File: src/mhpq_pkg.sv
// Shared types and constants for the max-heap priority queue.
package mhpq_pkg;

   localparam int CAPACITY_DEF  = 64;
   localparam int KEY_WIDTH_DEF = 32;
   localparam int KEY_FIELD_W   = 32;
   localparam int COUNT_FIELD_W = 7;

   typedef enum logic {
      OP_INSERT = 1'b0,
      OP_DELETE = 1'b1
   } op_type;

   typedef enum logic [1:0] {
      ST_OK    = 2'd0,
      ST_FULL  = 2'd1,
      ST_EMPTY = 2'd2
   } status_type;

   typedef enum logic [2:0] {
      S_IDLE,
      S_START,
      S_DEL_LOAD,
      S_UP_PROBE,
      S_UP_STEP,
      S_DN_PROBE,
      S_DN_STEP,
      S_FINISH
   } state_type;

   // Controller to datapath strobes
   typedef struct packed {
      logic capture;
      logic start;
      logic ins_begin;
      logic del_begin;
      logic del_load;
      logic up_probe;
      logic up_step;
      logic dn_probe;
      logic dn_step;
      logic finish;
   } ctl_cmd_type;

   // Datapath to controller flags
   typedef struct packed {
      logic is_del;
      logic full;
      logic empty;
      logic single;
      logic pos_zero;
      logic up_move;
      logic no_child;
      logic dn_move;
      logic out_free;
   } dp_stat_type;

endpackage

File: src/mhpq_if.sv
// Request and response channel interfaces for the heap queue.
interface mhpq_req_if;
   import mhpq_pkg::*;
   logic                   valid;
   logic                   ready;
   op_type                 cmd;
   logic [KEY_FIELD_W-1:0] key;

   modport source (output valid, output cmd, output key, input ready);
   modport sink   (input valid, input cmd, input key, output ready);
endinterface

interface mhpq_rsp_if;
   import mhpq_pkg::*;
   logic                     valid;
   logic                     ready;
   logic [KEY_FIELD_W-1:0]   top_key;
   logic                     top_valid;
   logic [COUNT_FIELD_W-1:0] entry_count;
   status_type               status;

   modport source (output valid, output top_key, output top_valid, output entry_count,
                   output status, input ready);
   modport sink   (input valid, input top_key, input top_valid, input entry_count,
                   input status, output ready);
endinterface

File: src/max_heap_priority_queue_top.sv
// Bounded binary max-heap priority queue, top level.
//
// req_chan carries one transaction per operation: cmd selects insert of key or delete of
// the current maximum. rsp_chan returns exactly one transaction per request with the
// largest key held afterward (zero when empty), a non-empty flag, the entry count and
// a status: ok, insert refused because full, or delete on an empty heap.
// Operations run one at a time. A request is taken only while the block is idle; a refused
// request or the delete of the last key goes from the start step straight to the final
// step, while other operations sift through the tree first. The response is registered
// in the final step, and the block then returns to idle for the next request.
// Each tree level takes a registered read of the key store, then a compare
// and one write. The store has one write port and two read ports, so a sift-down reads
// both children of a node together.
// Reset empties the heap at once; the key store itself is not cleared, as only entries
// below the count are ever used. The response sits in an output register: the next
// request is accepted while it waits, and a stalled receiver only holds the block in
// its final step until the register frees.
module max_heap_priority_queue_top #(
   parameter int CAPACITY  = mhpq_pkg::CAPACITY_DEF,
   parameter int KEY_WIDTH = mhpq_pkg::KEY_WIDTH_DEF
) (
   input logic        clock,
   input logic        reset,
   mhpq_req_if.sink   req_chan,
   mhpq_rsp_if.source rsp_chan
);
   import mhpq_pkg::*;

   ctl_cmd_type ctl;
   dp_stat_type stat;

   mhpq_ctrl u_ctrl (
      .clock     (clock),
      .reset     (reset),
      .req_valid (req_chan.valid),
      .req_ready (req_chan.ready),
      .ctl       (ctl),
      .stat      (stat)
   );

   mhpq_datapath #(
      .CAPACITY  (CAPACITY),
      .KEY_WIDTH (KEY_WIDTH)
   ) u_datapath (
      .clock           (clock),
      .reset           (reset),
      .ctl             (ctl),
      .stat            (stat),
      .req_cmd         (req_chan.cmd),
      .req_key         (req_chan.key),
      .rsp_valid       (rsp_chan.valid),
      .rsp_ready       (rsp_chan.ready),
      .rsp_top_key     (rsp_chan.top_key),
      .rsp_top_valid   (rsp_chan.top_valid),
      .rsp_entry_count (rsp_chan.entry_count),
      .rsp_status      (rsp_chan.status)
   );
endmodule

File: src/mhpq_ram.sv
// Generic RAM: one write port, two registered read ports.
module mhpq_ram #(
   parameter int WIDTH = mhpq_pkg::KEY_WIDTH_DEF,
   parameter int DEPTH = mhpq_pkg::CAPACITY_DEF
) (
   input  logic                     clock,
   input  logic                     wr_en,
   input  logic [$clog2(DEPTH)-1:0] wr_addr,
   input  logic [WIDTH-1:0]         wr_data,
   input  logic [$clog2(DEPTH)-1:0] rd_addr_a,
   output logic [WIDTH-1:0]         rd_data_a,
   input  logic [$clog2(DEPTH)-1:0] rd_addr_b,
   output logic [WIDTH-1:0]         rd_data_b
);
   logic [WIDTH-1:0] mem_ff [DEPTH];
   logic [WIDTH-1:0] rd_a_ff;
   logic [WIDTH-1:0] rd_b_ff;

   always_ff @(posedge clock) begin
      if (wr_en) begin
         mem_ff[wr_addr] <= wr_data;
      end
      rd_a_ff <= mem_ff[rd_addr_a];
      rd_b_ff <= mem_ff[rd_addr_b];
   end

   assign rd_data_a = rd_a_ff;
   assign rd_data_b = rd_b_ff;
endmodule

File: src/mhpq_datapath.sv
// Heap datapath: key store, sift position, count, compare logic and response register.
module mhpq_datapath #(
   parameter int CAPACITY  = mhpq_pkg::CAPACITY_DEF,
   parameter int KEY_WIDTH = mhpq_pkg::KEY_WIDTH_DEF
) (
   input  logic                               clock,
   input  logic                               reset,
   input  mhpq_pkg::ctl_cmd_type              ctl,
   output mhpq_pkg::dp_stat_type              stat,
   input  mhpq_pkg::op_type                   req_cmd,
   input  logic [mhpq_pkg::KEY_FIELD_W-1:0]   req_key,
   output logic                               rsp_valid,
   input  logic                               rsp_ready,
   output logic [mhpq_pkg::KEY_FIELD_W-1:0]   rsp_top_key,
   output logic                               rsp_top_valid,
   output logic [mhpq_pkg::COUNT_FIELD_W-1:0] rsp_entry_count,
   output mhpq_pkg::status_type               rsp_status
);
   import mhpq_pkg::*;

   localparam int AW = $clog2(CAPACITY);
   localparam int CW = $clog2(CAPACITY + 1);
   localparam int IW = AW + 2;

   logic [CW-1:0]        count_ff, count_in;
   logic [AW-1:0]        pos_ff, pos_in;
   logic [KEY_WIDTH-1:0] key_ff, key_in;
   logic [KEY_WIDTH-1:0] root_ff, root_in;
   op_type               op_ff, op_in;
   status_type           status_ff, status_in;

   logic                     rsp_valid_ff, rsp_valid_in;
   logic [KEY_FIELD_W-1:0]   rsp_key_ff, rsp_key_in;
   logic                     rsp_tv_ff, rsp_tv_in;
   logic [COUNT_FIELD_W-1:0] rsp_cnt_ff, rsp_cnt_in;
   status_type               rsp_st_ff, rsp_st_in;

   logic                 wr_en;
   logic [AW-1:0]        rd_addr_a;
   logic [KEY_WIDTH-1:0] wr_data;
   logic [KEY_WIDTH-1:0] qa, qb;

   logic [AW-1:0]        parent;
   logic [IW-1:0]        left_idx, right_idx;
   logic                 right_out;
   logic                 pick_right;
   logic [KEY_WIDTH-1:0] pick_val;
   logic [AW-1:0]        pick_idx;
   logic                 wr_key, wr_move;
   logic                 rsp_load;

   assign parent     = (pos_ff - AW'(1)) >> 1;
   assign left_idx   = IW'({pos_ff, 1'b1});
   assign right_idx  = left_idx + IW'(1);
   assign right_out  = right_idx >= IW'(count_ff);
   assign pick_right = !right_out && (qa < qb);
   assign pick_val   = pick_right ? qb : qa;
   assign pick_idx   = pick_right ? AW'(right_idx) : AW'(left_idx);

   always_comb begin
      stat.is_del   = (op_ff == OP_DELETE);
      stat.full     = (count_ff == CW'(CAPACITY));
      stat.empty    = (count_ff == '0);
      stat.single   = (count_ff == CW'(1));
      stat.pos_zero = (pos_ff == '0);
      stat.up_move  = (qa < key_ff);
      stat.no_child = left_idx >= IW'(count_ff);
      // lone left child swaps only when strictly larger; two children swap unless both smaller
      stat.dn_move  = right_out ? (key_ff < qa) : !((qa < key_ff) && (qb < key_ff));
      stat.out_free = !rsp_valid_ff || rsp_ready;
   end

   assign wr_key  = (ctl.up_probe && stat.pos_zero) || (ctl.up_step && !stat.up_move) ||
                    (ctl.dn_probe && stat.no_child) || (ctl.dn_step && !stat.dn_move);
   assign wr_move = (ctl.up_step && stat.up_move) || (ctl.dn_step && stat.dn_move);
   assign wr_en   = wr_key || wr_move;

   always_comb begin
      if (wr_move) begin
         wr_data = ctl.up_step ? qa : pick_val;
      end else begin
         wr_data = key_ff;
      end
   end

   always_comb begin
      if (ctl.del_begin) begin
         rd_addr_a = AW'(count_ff - CW'(1));
      end else if (ctl.up_probe) begin
         rd_addr_a = parent;
      end else begin
         rd_addr_a = AW'(left_idx);
      end
   end

   mhpq_ram #(
      .WIDTH (KEY_WIDTH),
      .DEPTH (CAPACITY)
   ) u_store (
      .clock     (clock),
      .wr_en     (wr_en),
      .wr_addr   (pos_ff),
      .wr_data   (wr_data),
      .rd_addr_a (rd_addr_a),
      .rd_data_a (qa),
      .rd_addr_b (AW'(right_idx)),
      .rd_data_b (qb)
   );

   always_comb begin
      count_in  = count_ff;
      pos_in    = pos_ff;
      key_in    = key_ff;
      root_in   = root_ff;
      op_in     = op_ff;
      status_in = status_ff;

      if (ctl.capture) begin
         op_in  = req_cmd;
         key_in = KEY_WIDTH'(req_key);
      end
      if (ctl.start) begin
         if (!stat.is_del && stat.full) begin
            status_in = ST_FULL;
         end else if (stat.is_del && stat.empty) begin
            status_in = ST_EMPTY;
         end else begin
            status_in = ST_OK;
         end
      end
      if (ctl.ins_begin) begin
         pos_in   = AW'(count_ff);
         count_in = count_ff + CW'(1);
      end
      if (ctl.del_begin) begin
         pos_in   = '0;
         count_in = count_ff - CW'(1);
      end
      if (ctl.del_load) begin
         key_in = qa;
      end
      if (ctl.up_step && stat.up_move) begin
         pos_in = parent;
      end
      if (ctl.dn_step && stat.dn_move) begin
         pos_in = pick_idx;
      end
      // keep a copy of the root so the response needs no extra read
      if (wr_en && pos_ff == '0) begin
         root_in = wr_data;
      end
   end

   assign rsp_load = ctl.finish && stat.out_free;

   always_comb begin
      rsp_valid_in = rsp_valid_ff;
      rsp_key_in   = rsp_key_ff;
      rsp_tv_in    = rsp_tv_ff;
      rsp_cnt_in   = rsp_cnt_ff;
      rsp_st_in    = rsp_st_ff;
      if (rsp_load) begin
         rsp_valid_in = 1'b1;
         rsp_key_in   = (count_ff != '0) ? KEY_FIELD_W'(root_ff) : '0;
         rsp_tv_in    = (count_ff != '0);
         rsp_cnt_in   = COUNT_FIELD_W'(count_ff);
         rsp_st_in    = status_ff;
      end else if (rsp_ready) begin
         rsp_valid_in = 1'b0;
      end
   end

   always_ff @(posedge clock) begin
      if (reset) begin
         count_ff     <= '0;
         rsp_valid_ff <= 1'b0;
      end else begin
         count_ff     <= count_in;
         rsp_valid_ff <= rsp_valid_in;
      end
      pos_ff     <= pos_in;
      key_ff     <= key_in;
      root_ff    <= root_in;
      op_ff      <= op_in;
      status_ff  <= status_in;
      rsp_key_ff <= rsp_key_in;
      rsp_tv_ff  <= rsp_tv_in;
      rsp_cnt_ff <= rsp_cnt_in;
      rsp_st_ff  <= rsp_st_in;
   end

   assign rsp_valid       = rsp_valid_ff;
   assign rsp_top_key     = rsp_key_ff;
   assign rsp_top_valid   = rsp_tv_ff;
   assign rsp_entry_count = rsp_cnt_ff;
   assign rsp_status      = rsp_st_ff;

   a_count_bound: assert property (@(posedge clock) disable iff (reset)
      count_ff <= CW'(CAPACITY))
      else $error("heap count above capacity");

   a_count_quiet: assert property (@(posedge clock) disable iff (reset)
      !ctl.ins_begin && !ctl.del_begin |=> $stable(count_ff))
      else $error("heap count changed outside insert or delete");

   a_full_flag: assert property (@(posedge clock) disable iff (reset)
      rsp_load && status_ff == ST_FULL |-> count_ff == CW'(CAPACITY))
      else $error("full status reported on a heap with room");

   a_empty_flag: assert property (@(posedge clock) disable iff (reset)
      rsp_load && status_ff == ST_EMPTY |-> count_ff == '0)
      else $error("empty status reported on a non-empty heap");
endmodule

File: src/mhpq_ctrl.sv
// Heap controller: sequences insert sift-up and delete sift-down steps.
module mhpq_ctrl (
   input  logic                  clock,
   input  logic                  reset,
   input  logic                  req_valid,
   output logic                  req_ready,
   output mhpq_pkg::ctl_cmd_type ctl,
   input  mhpq_pkg::dp_stat_type stat
);
   import mhpq_pkg::*;

   state_type state_ff, state_in;

   always_comb begin
      state_in = state_ff;
      unique case (state_ff)
         S_IDLE: begin
            if (req_valid) state_in = S_START;
         end
         S_START: begin
            if (stat.is_del) begin
               if (stat.empty || stat.single) state_in = S_FINISH;
               else state_in = S_DEL_LOAD;
            end else begin
               if (stat.full) state_in = S_FINISH;
               else state_in = S_UP_PROBE;
            end
         end
         S_DEL_LOAD: state_in = S_DN_PROBE;
         S_UP_PROBE: begin
            state_in = stat.pos_zero ? S_FINISH : S_UP_STEP;
         end
         S_UP_STEP: begin
            state_in = stat.up_move ? S_UP_PROBE : S_FINISH;
         end
         S_DN_PROBE: begin
            state_in = stat.no_child ? S_FINISH : S_DN_STEP;
         end
         S_DN_STEP: begin
            state_in = stat.dn_move ? S_DN_PROBE : S_FINISH;
         end
         S_FINISH: begin
            if (stat.out_free) state_in = S_IDLE;
         end
         default: state_in = S_IDLE;
      endcase
   end

   always_comb begin
      req_ready     = (state_ff == S_IDLE);
      ctl.capture   = (state_ff == S_IDLE) && req_valid;
      ctl.start     = (state_ff == S_START);
      ctl.ins_begin = (state_ff == S_START) && !stat.is_del && !stat.full;
      ctl.del_begin = (state_ff == S_START) && stat.is_del && !stat.empty;
      ctl.del_load  = (state_ff == S_DEL_LOAD);
      ctl.up_probe  = (state_ff == S_UP_PROBE);
      ctl.up_step   = (state_ff == S_UP_STEP);
      ctl.dn_probe  = (state_ff == S_DN_PROBE);
      ctl.dn_step   = (state_ff == S_DN_STEP);
      ctl.finish    = (state_ff == S_FINISH);
   end

   always_ff @(posedge clock) begin
      if (reset) begin
         state_ff <= S_IDLE;
      end else begin
         state_ff <= state_in;
      end
   end

   a_capture_starts: assert property (@(posedge clock) disable iff (reset)
      ctl.capture |=> state_ff == S_START)
      else $error("accepted transaction did not start an operation");

   a_finish_holds: assert property (@(posedge clock) disable iff (reset)
      state_ff == S_FINISH && !stat.out_free |=> state_ff == S_FINISH)
      else $error("operation left finish before its response was stored");
endmodule

File: src/flat_wrapper.sv
// flat-port wrapper written by rule: the top's interface ports become plain ports
module max_heap_priority_queue_top_flat import mhpq_pkg::*;
#(
   parameter int CAPACITY  = mhpq_pkg::CAPACITY_DEF,
   parameter int KEY_WIDTH = mhpq_pkg::KEY_WIDTH_DEF
)
  (clock, reset, req_chan_valid, req_chan_cmd, req_chan_key, req_chan_ready, rsp_chan_valid, rsp_chan_top_key, rsp_chan_top_valid, rsp_chan_entry_count, rsp_chan_status, rsp_chan_ready);
  mhpq_req_if req_chan_i ();
  mhpq_rsp_if rsp_chan_i ();
  input logic clock;
  input logic reset;
  input wire logic [$bits(req_chan_i.valid)-1:0] req_chan_valid;
  input wire logic [$bits(req_chan_i.cmd)-1:0] req_chan_cmd;
  input wire logic [$bits(req_chan_i.key)-1:0] req_chan_key;
  output wire logic [$bits(req_chan_i.ready)-1:0] req_chan_ready;
  output wire logic [$bits(rsp_chan_i.valid)-1:0] rsp_chan_valid;
  output wire logic [$bits(rsp_chan_i.top_key)-1:0] rsp_chan_top_key;
  output wire logic [$bits(rsp_chan_i.top_valid)-1:0] rsp_chan_top_valid;
  output wire logic [$bits(rsp_chan_i.entry_count)-1:0] rsp_chan_entry_count;
  output wire logic [$bits(rsp_chan_i.status)-1:0] rsp_chan_status;
  input wire logic [$bits(rsp_chan_i.ready)-1:0] rsp_chan_ready;
  assign req_chan_i.valid = req_chan_valid;
  assign req_chan_i.cmd = req_chan_cmd;
  assign req_chan_i.key = req_chan_key;
  assign req_chan_ready = req_chan_i.ready;
  assign rsp_chan_valid = rsp_chan_i.valid;
  assign rsp_chan_top_key = rsp_chan_i.top_key;
  assign rsp_chan_top_valid = rsp_chan_i.top_valid;
  assign rsp_chan_entry_count = rsp_chan_i.entry_count;
  assign rsp_chan_status = rsp_chan_i.status;
  assign rsp_chan_i.ready = rsp_chan_ready;
  max_heap_priority_queue_top #(.CAPACITY(CAPACITY), .KEY_WIDTH(KEY_WIDTH)) u_core (.clock(clock), .reset(reset), .req_chan(req_chan_i), .rsp_chan(rsp_chan_i));
endmodule
File: config.mk
export PLATFORM = sky130hd
export DESIGN_NAME = max_heap_priority_queue_top_flat
export DESIGN_NICKNAME = d
export VERILOG_FILES = /design/src/mhpq_pkg.sv /design/src/mhpq_if.sv /design/src/max_heap_priority_queue_top.sv /design/src/mhpq_ram.sv /design/src/mhpq_datapath.sv /design/src/mhpq_ctrl.sv /design/src/flat_wrapper.sv
export SDC_FILE = /design/constraint.sdc
export NUM_CORES = 2
export LEC_CHECK = 0
export BUFFER_PORTS_ARGS = -buffer_cell sky130_fd_sc_hd__buf_2
export CAP_MARGIN = 30
export CORE_UTILIZATION = 35
export CTS_CLUSTER_DIAMETER = 120
export DETAILED_ROUTE_END_ITERATION = 10
export SLEW_MARGIN = 10
export SYNTH_ARGS = -nofsm -noshare
export SYNTH_HDL_FRONTEND = slang
export SYNTH_HIERARCHICAL = 1
export SYNTH_SLANG_ARGS = --single-unit
File: constraint.sdc
create_clock -name clock -period 5.6 [get_ports clock]
set_input_delay 1.12 -clock clock [delete_from_list [all_inputs] [get_ports clock]]
set_output_delay 1.12 -clock clock [all_outputs]
set_load 0.02 [all_outputs]
Word-level counts from Yosys, hierarchy flattened
Memory sizes are Yosys's and may differ from the RTL's. A register that Yosys moved wholly into a read port is not among the register bits.
Cells that the tools add are included.
- add/subtract/negate cells: 4
- magnitude comparators: 6
- equality and inequality tests: 11
- multiplexer cells: 30
- reduce and logical (&&, ||, !) cells: 41
- operators with widths (operator ; count):
    $mux 32 ; 5
    $lt 32x32->1 ; 4
    $mux 6 ; 7
    $pmux 3 s8 ; 1
    $mux 3 ; 6
    $logic_and 1x1->1 ; 17
    $mux 7 ; 2
    $eq 3x3->1 const B ; 4
    $add 7x1->8 const B ; 1
    $ge 8x7->1 ; 1
    $logic_not 1->1 ; 8
    $add 7x1->7 const B ; 1
    $eq 7x1->1 const B ; 1
    $eq 7x7->1 const B ; 1
    $ge 7x7->1 ; 1
    $logic_not 7->1 ; 1
    $logic_or 1x1->1 ; 7
    $reduce_bool 7->1 ; 1
    $sub 7x1->7 const B ; 1
    $eq 3x2->1 const B ; 2
    $logic_not 6->1 ; 1
    $mux 1 ; 6
    $mux 2 ; 3
    $reduce_bool 2->1 ; 3
    7 further kinds ; 7
- register bits: 126
- memory bits (writable): 2048
- bits of input ports: 37
- output and inout port bits: 44
- word-level logic and storage cells: 105
- memories kept: 1
- memory list (name ; depth ; width ; read ports ; clocked after Yosys merged registers in ; wr ports ; line ; text):
    u_core.u_datapath.u_store.mem_ff ; 64 ; 32 ; 2 ; 2 ; 1 ; mhpq_ram.sv:15 ; logic [WIDTH-1:0] mem_ff [DEPTH];

Depth between registers and ports, before layout
- depth after elaboration: 10
- gate-level depth with buffers: 22
- depth with buffers taken out: 14

Cells and area by module
The synthesis kept the hierarchy.
- by module, submodules not included (module ; instances ; cells an instance ; area each (sq um) ; sequential area each (sq um)):
    mhpq_ram ; 1 ; 4412 ; 95660.5 ; 62780.2
    mhpq_datapath ; 1 ; 752 ; 8405.6 ; 3613.5
    mhpq_ctrl ; 1 ; 36 ; 280.3 ; 60.1

Least setup slack after synthesis
No wires, ideal clock.
- path type: register to register
- start point: register u_core.u_datapath.pos_ff[0]
- end point: register u_core.u_datapath.root_ff[11] (data pin)
- library setup time: 569 ps
- arrival: 4624 ps
- data required time: 5031 ps
- setup slack: 407 ps
- stages on the path, launching flop included: 13
- buffers on the path: 1
- clock period less this slack: 5193 ps
- path through: edfxtp_1 -> ha_1 -> xor2_1 -> ha_1 -> o21a_1 -> o211ai_1 -> a21oi_1 -> nor4b_1 -> o211ai_2 -> nor2_4 -> buf_2 -> mux2i_1 -> mux2i_1
- cells in the longest elaborated chain, start to end: 7
- elaborated cells on any way between the ends: 10
- those cells by class: add/sub: 1; order compare: 1; mux: 4; reduce/logical: 4
- RTL lines (what ; line ; text):
    start: declaration ; mhpq_datapath.sv:26 ; logic [AW-1:0] pos_ff, pos_in;
    start signal: assignment ; mhpq_datapath.sv:181 ; pos_ff <= pos_in;
    $add 7x1->8 (*) ; mhpq_datapath.sv:54 ; assign right_idx = left_idx + IW'(1);
    named net u_core.u_datapath.right_idx[3] ; mhpq_datapath.sv:44 ; logic [IW-1:0] left_idx, right_idx;
    $ge 8x7->1 (*) ; mhpq_datapath.sv:55 ; assign right_out = right_idx >= IW'(count_ff);
    $logic_not 1->1 ; mhpq_datapath.sv:56 ; assign pick_right = !right_out && (qa < qb);
    $logic_and 1x1->1 ; mhpq_datapath.sv:56 ;
    $mux 32 ; mhpq_datapath.sv:57 ; assign pick_val = pick_right ? qb : qa;
    $mux 32 ; mhpq_datapath.sv:80 ; wr_data = ctl.up_step ? qa : pick_val;
    $mux 32 (*) ; mhpq_datapath.sv:79 ; if (wr_move) begin
    named net u_core.u_datapath.wr_data[11] ; mhpq_datapath.sv:40 ; logic [KEY_WIDTH-1:0] wr_data;
    end signal: assignment ; mhpq_datapath.sv:183 ; root_ff <= root_in;
    end: declaration ; mhpq_datapath.sv:28 ; logic [KEY_WIDTH-1:0] root_ff, root_in;
Mark *: on every way through the listed nets, which the timed path passes. The rest lies on a longest branch.
A chain may end at the register's enable or synchronous reset.

==> impl_metrics.csv <==
group,metric,value,unit
clock_network,postCtsSetupBuffers,0,
finish,nNetsFinal,5567,
global_route,grt_use_total,21.7,%
clock_network,cts_buffers,229,
routing,post-route-drc-count,0,
placed_design,portBuffers,80,
clock_network,htreeDepth,4,
floorplan,dieArea,300000,um^2
pwr,totalPowerFinal,0.0687,W
run_status,violations,"slew limit",
critical_path,timing.critical_path.cells,"inv_1, ha_1, nand2_1, inv_1, nand2b_1, nor2_2, buf_12, nand2_1, o21ai_4, buf_4, nand3_1, o221ai_1, a21oi_1, buf_4, nor2_1, o22ai_1",
routing,ant_nets,0,
timing,max_freq,190,MHz
global_route,grt_first_pass_wirelength,461000,um
logic_synthesis,synth_seq_cells,2238,
critical_path,arrival,6.02,ns
critical_path,critical_path_class,"reg -> reg",
routing,vias,58578,
finish,area_growth,14.5,%
logic_synthesis,synth_top_area_cell,"edfxtp_1",
clock_network,numClockSinks,2238,
logic_synthesis,synth_nets,5350,
global_route,grt_overflow,0,
critical_path,worstSetupEndpointType,"flop",
routing,drt-initial-drc-count,7665,
floorplan,core-area,297000,um^2
critical_path,start_kind,"flop",
critical_path,cpPeakStageDelay,0.63,ns
timing,worst_pin_slew,2.86,ns
clock_network,cts.repair.resized,0,
clock_network,holdBufCountCts,0,
global_route,antenna_found_initial,8,
routing,avgRoutedWirePerCell,34.5,um
clock_network,clk_pin_slew,0.07,ns
logic_synthesis,yosys_most_used_dff,"edfxtp_1",
floorplan,die_y,548,um
floorplan,initial_core_util,35.2,%
critical_path,slowest_stage,"nand3_1",
logic_synthesis,ys_warn_count,6,
clock_network,clk_path_buf_depth,4,
routing,first_pass_iters,6,
floorplan,die_w,548,um
clock_network,cts_tree,"yes",
logic_synthesis,synth-async-reset-ratio,0,%
logic_synthesis,syn_area,104000,um^2
timing,post-route-period-util,94.1,%
logic_synthesis,synth_enable_flop_cells,2163,
logic_synthesis,synth.distinct_cells,76,
logic_synthesis,synth_top_cells_by_area,"edfxtp_1 62%, mux4_2 24%, mux2i_1 2.6%",
routing,totalWireLength,330000,um
pwr,total_leakage_power,38.2,nW
placed_design,gp_congestion,0.880,
floorplan,pin_count,81,
floorplan,fp-row-count,200,
timing,setup_violations,0,
finish,drive_above_1_share,36.5,%
timing,finalHoldViolCount,0,
timing,relSlewSlack,-90.7,%
global_route,first_global_vias,58750,
timing,rsz0062_at_grt,"no",
logic_synthesis,synth_common_cells,"2163 x edfxtp_1, 1124 x mux4_2, 272 x mux2i_1, 148 x clkbuf_1, 134 x nand2_1",
logic_synthesis,ys_seq_area_share,63.7,%
flow_run,cap_violations,0,
routing,vias_per_cell,6.14,
logic_synthesis,synthDominantCellAreaShare,62.2,%
critical_path,cp.required,6.35,ns
global_route,grt_max_degree,506,
pwr,ir_drop,0.681,mV
run_status,status,"finished with violations",
timing,finalClockSkew,0.0475,ns
critical_path,cp_max_fo,18,
pwr,powerDensity,575,nW/um^2
worst_hold_path,hold_path.class,"in -> reg",
clock_network,clock-root-buffer,"clkbuf_16",
logic_synthesis,synth_area_per_cell,20.1,um^2
timing,maxSlewViolCount,338,
clock_network,clock_latency,0.91,ns
timing,period_minus_slack,5.27,ns
placed_design,hpwlAfterDp,197000,um
logic_synthesis,synthCells,5200,
timing,fin_setup_tns,0,ns
logic_synthesis,synth_most_common_cell,"edfxtp_1",
-- through the flow --
step                util [%]  std cells  cell area [um^2]  hold WS, ns  setup slack [ns]
floorplan                  -       5200            104000        0.400             0.407
global placement        37.6       9109            112000        0.411             0.223
detailed placement      37.7       9117            112000        0.413             0.226
CTS                     40.2       9535            119000        0.370             0.224
global route            40.2       9545            119000        0.406            0.0608
finish                  40.2       9547            119000        0.416             0.328
-- cells by family after synthesis --
group                      synth area share [%]
adders and majority gates                  1.35
xor gates and xnor gates                  0.185
buffers and inverters                      2.12
and+or+nand+nor                            2.03
AOI/OAI and AO/OA                          2.94
other                                   0.00359
muxes                                      27.7
DFF                                        63.7
-- critical path, delay by kind of cell, from the launching register on --
family,cells,cell delay [ns]
AOI/OAI and AO/OA,4,1.14
adders and majority gates,1,0.27
DFF,1,0.60
and+or+nand+nor,6,2.01
buffers and inverters,5,1.09
-- layer usage --
layer  global-route usage (%)  up-vias  wire [um]
met5                        0        -         30
li1                         -    22834          -
met1                     30.0    31935     132000
met3                     5.01      552      34600
met4                     6.36        4      10100
met2                     34.2     3253     153000
-- flip-flops by register name, indices dropped and copies added, names as in the netlist --
register	count
u_core/u_datapath/rsp_top_key	32
u_core/u_datapath/pos_ff	6
u_core/u_ctrl/state_ff	3
u_core/u_datapath/count_ff	7
u_core/u_datapath/rsp_status	2
u_core/u_datapath/u_store/rd_data_b	32
u_core/u_datapath/key_ff	32
u_core/u_datapath/root_ff	32
u_core/u_datapath/op_ff	1
u_core/u_datapath/rsp_entry_count	7
u_core/u_datapath/rsp_top_valid	1
u_core/u_datapath/u_store/mem_ff	2048
u_core/u_datapath/u_store/rd_data_a	32
u_core/u_datapath/status_ff	2
u_core/u_datapath/rsp_valid	1
-- area by class of cell --
cell class / count / area [um^2]
timing repair buffer: 360 / 3430
tap: 3939 / 4930
multi-input combinational: 2507 / 36700
antenna: 4 / 10.0
inverter: 81 / 315
clock inverter: 141 / 1520
fill: 26161 / 177000
sequential: 2238 / 66500
clock buffer: 277 / 6070
-- placed cells by master, fill, tap and decap left out, drive strengths merged, types with 15 or more instances in the layout --
cell type and instances:
edfxtp 2163, mux4 1124, buf 360, clkbuf 277, mux2i 272, nand2 134
nor2 131, ha 113, a21oi 104, clkinv 89, a22oi 87, inv 87
dfxtp 75, mux2 75, o21ai 72, o22ai 58, and2 44, o211ai 34
bufinv 28, nor2b 25, nand3 21, nand4 20, clkinvlp 18, nand2b 18
o221ai 17, a211oi 17, a221oi 15, xnor2 15
-- final timing paths --
path | startpoint | slack, ns | depth (start not counted) | to
setup / recovery | u_core/u_datapath/count_ff[0] | 0.33 | 16 | u_core/u_datapath/u_store/rd_data_a[14]
hold / removal | req_chan_cmd | 0.42 | 1 | u_core/u_datapath/op_ff
setup reg to reg | u_core/u_datapath/count_ff[0] | 0.33 | 16 | u_core/u_datapath/u_store/rd_data_a[14]
hold reg to reg | u_core/u_datapath/status_ff[1] | 0.43 | 0 | u_core/u_datapath/rsp_status[1]
-- report_power, final --
part | total [W] | switching (W) | internal (W)
clock | 0.0156 | 0.00663 | 0.00901
sequential | 0.0231 | 0.00109 | 0.0220
combinational | 0.0300 | 0.0190 | 0.0109
(Power assumes the default switching activity.)
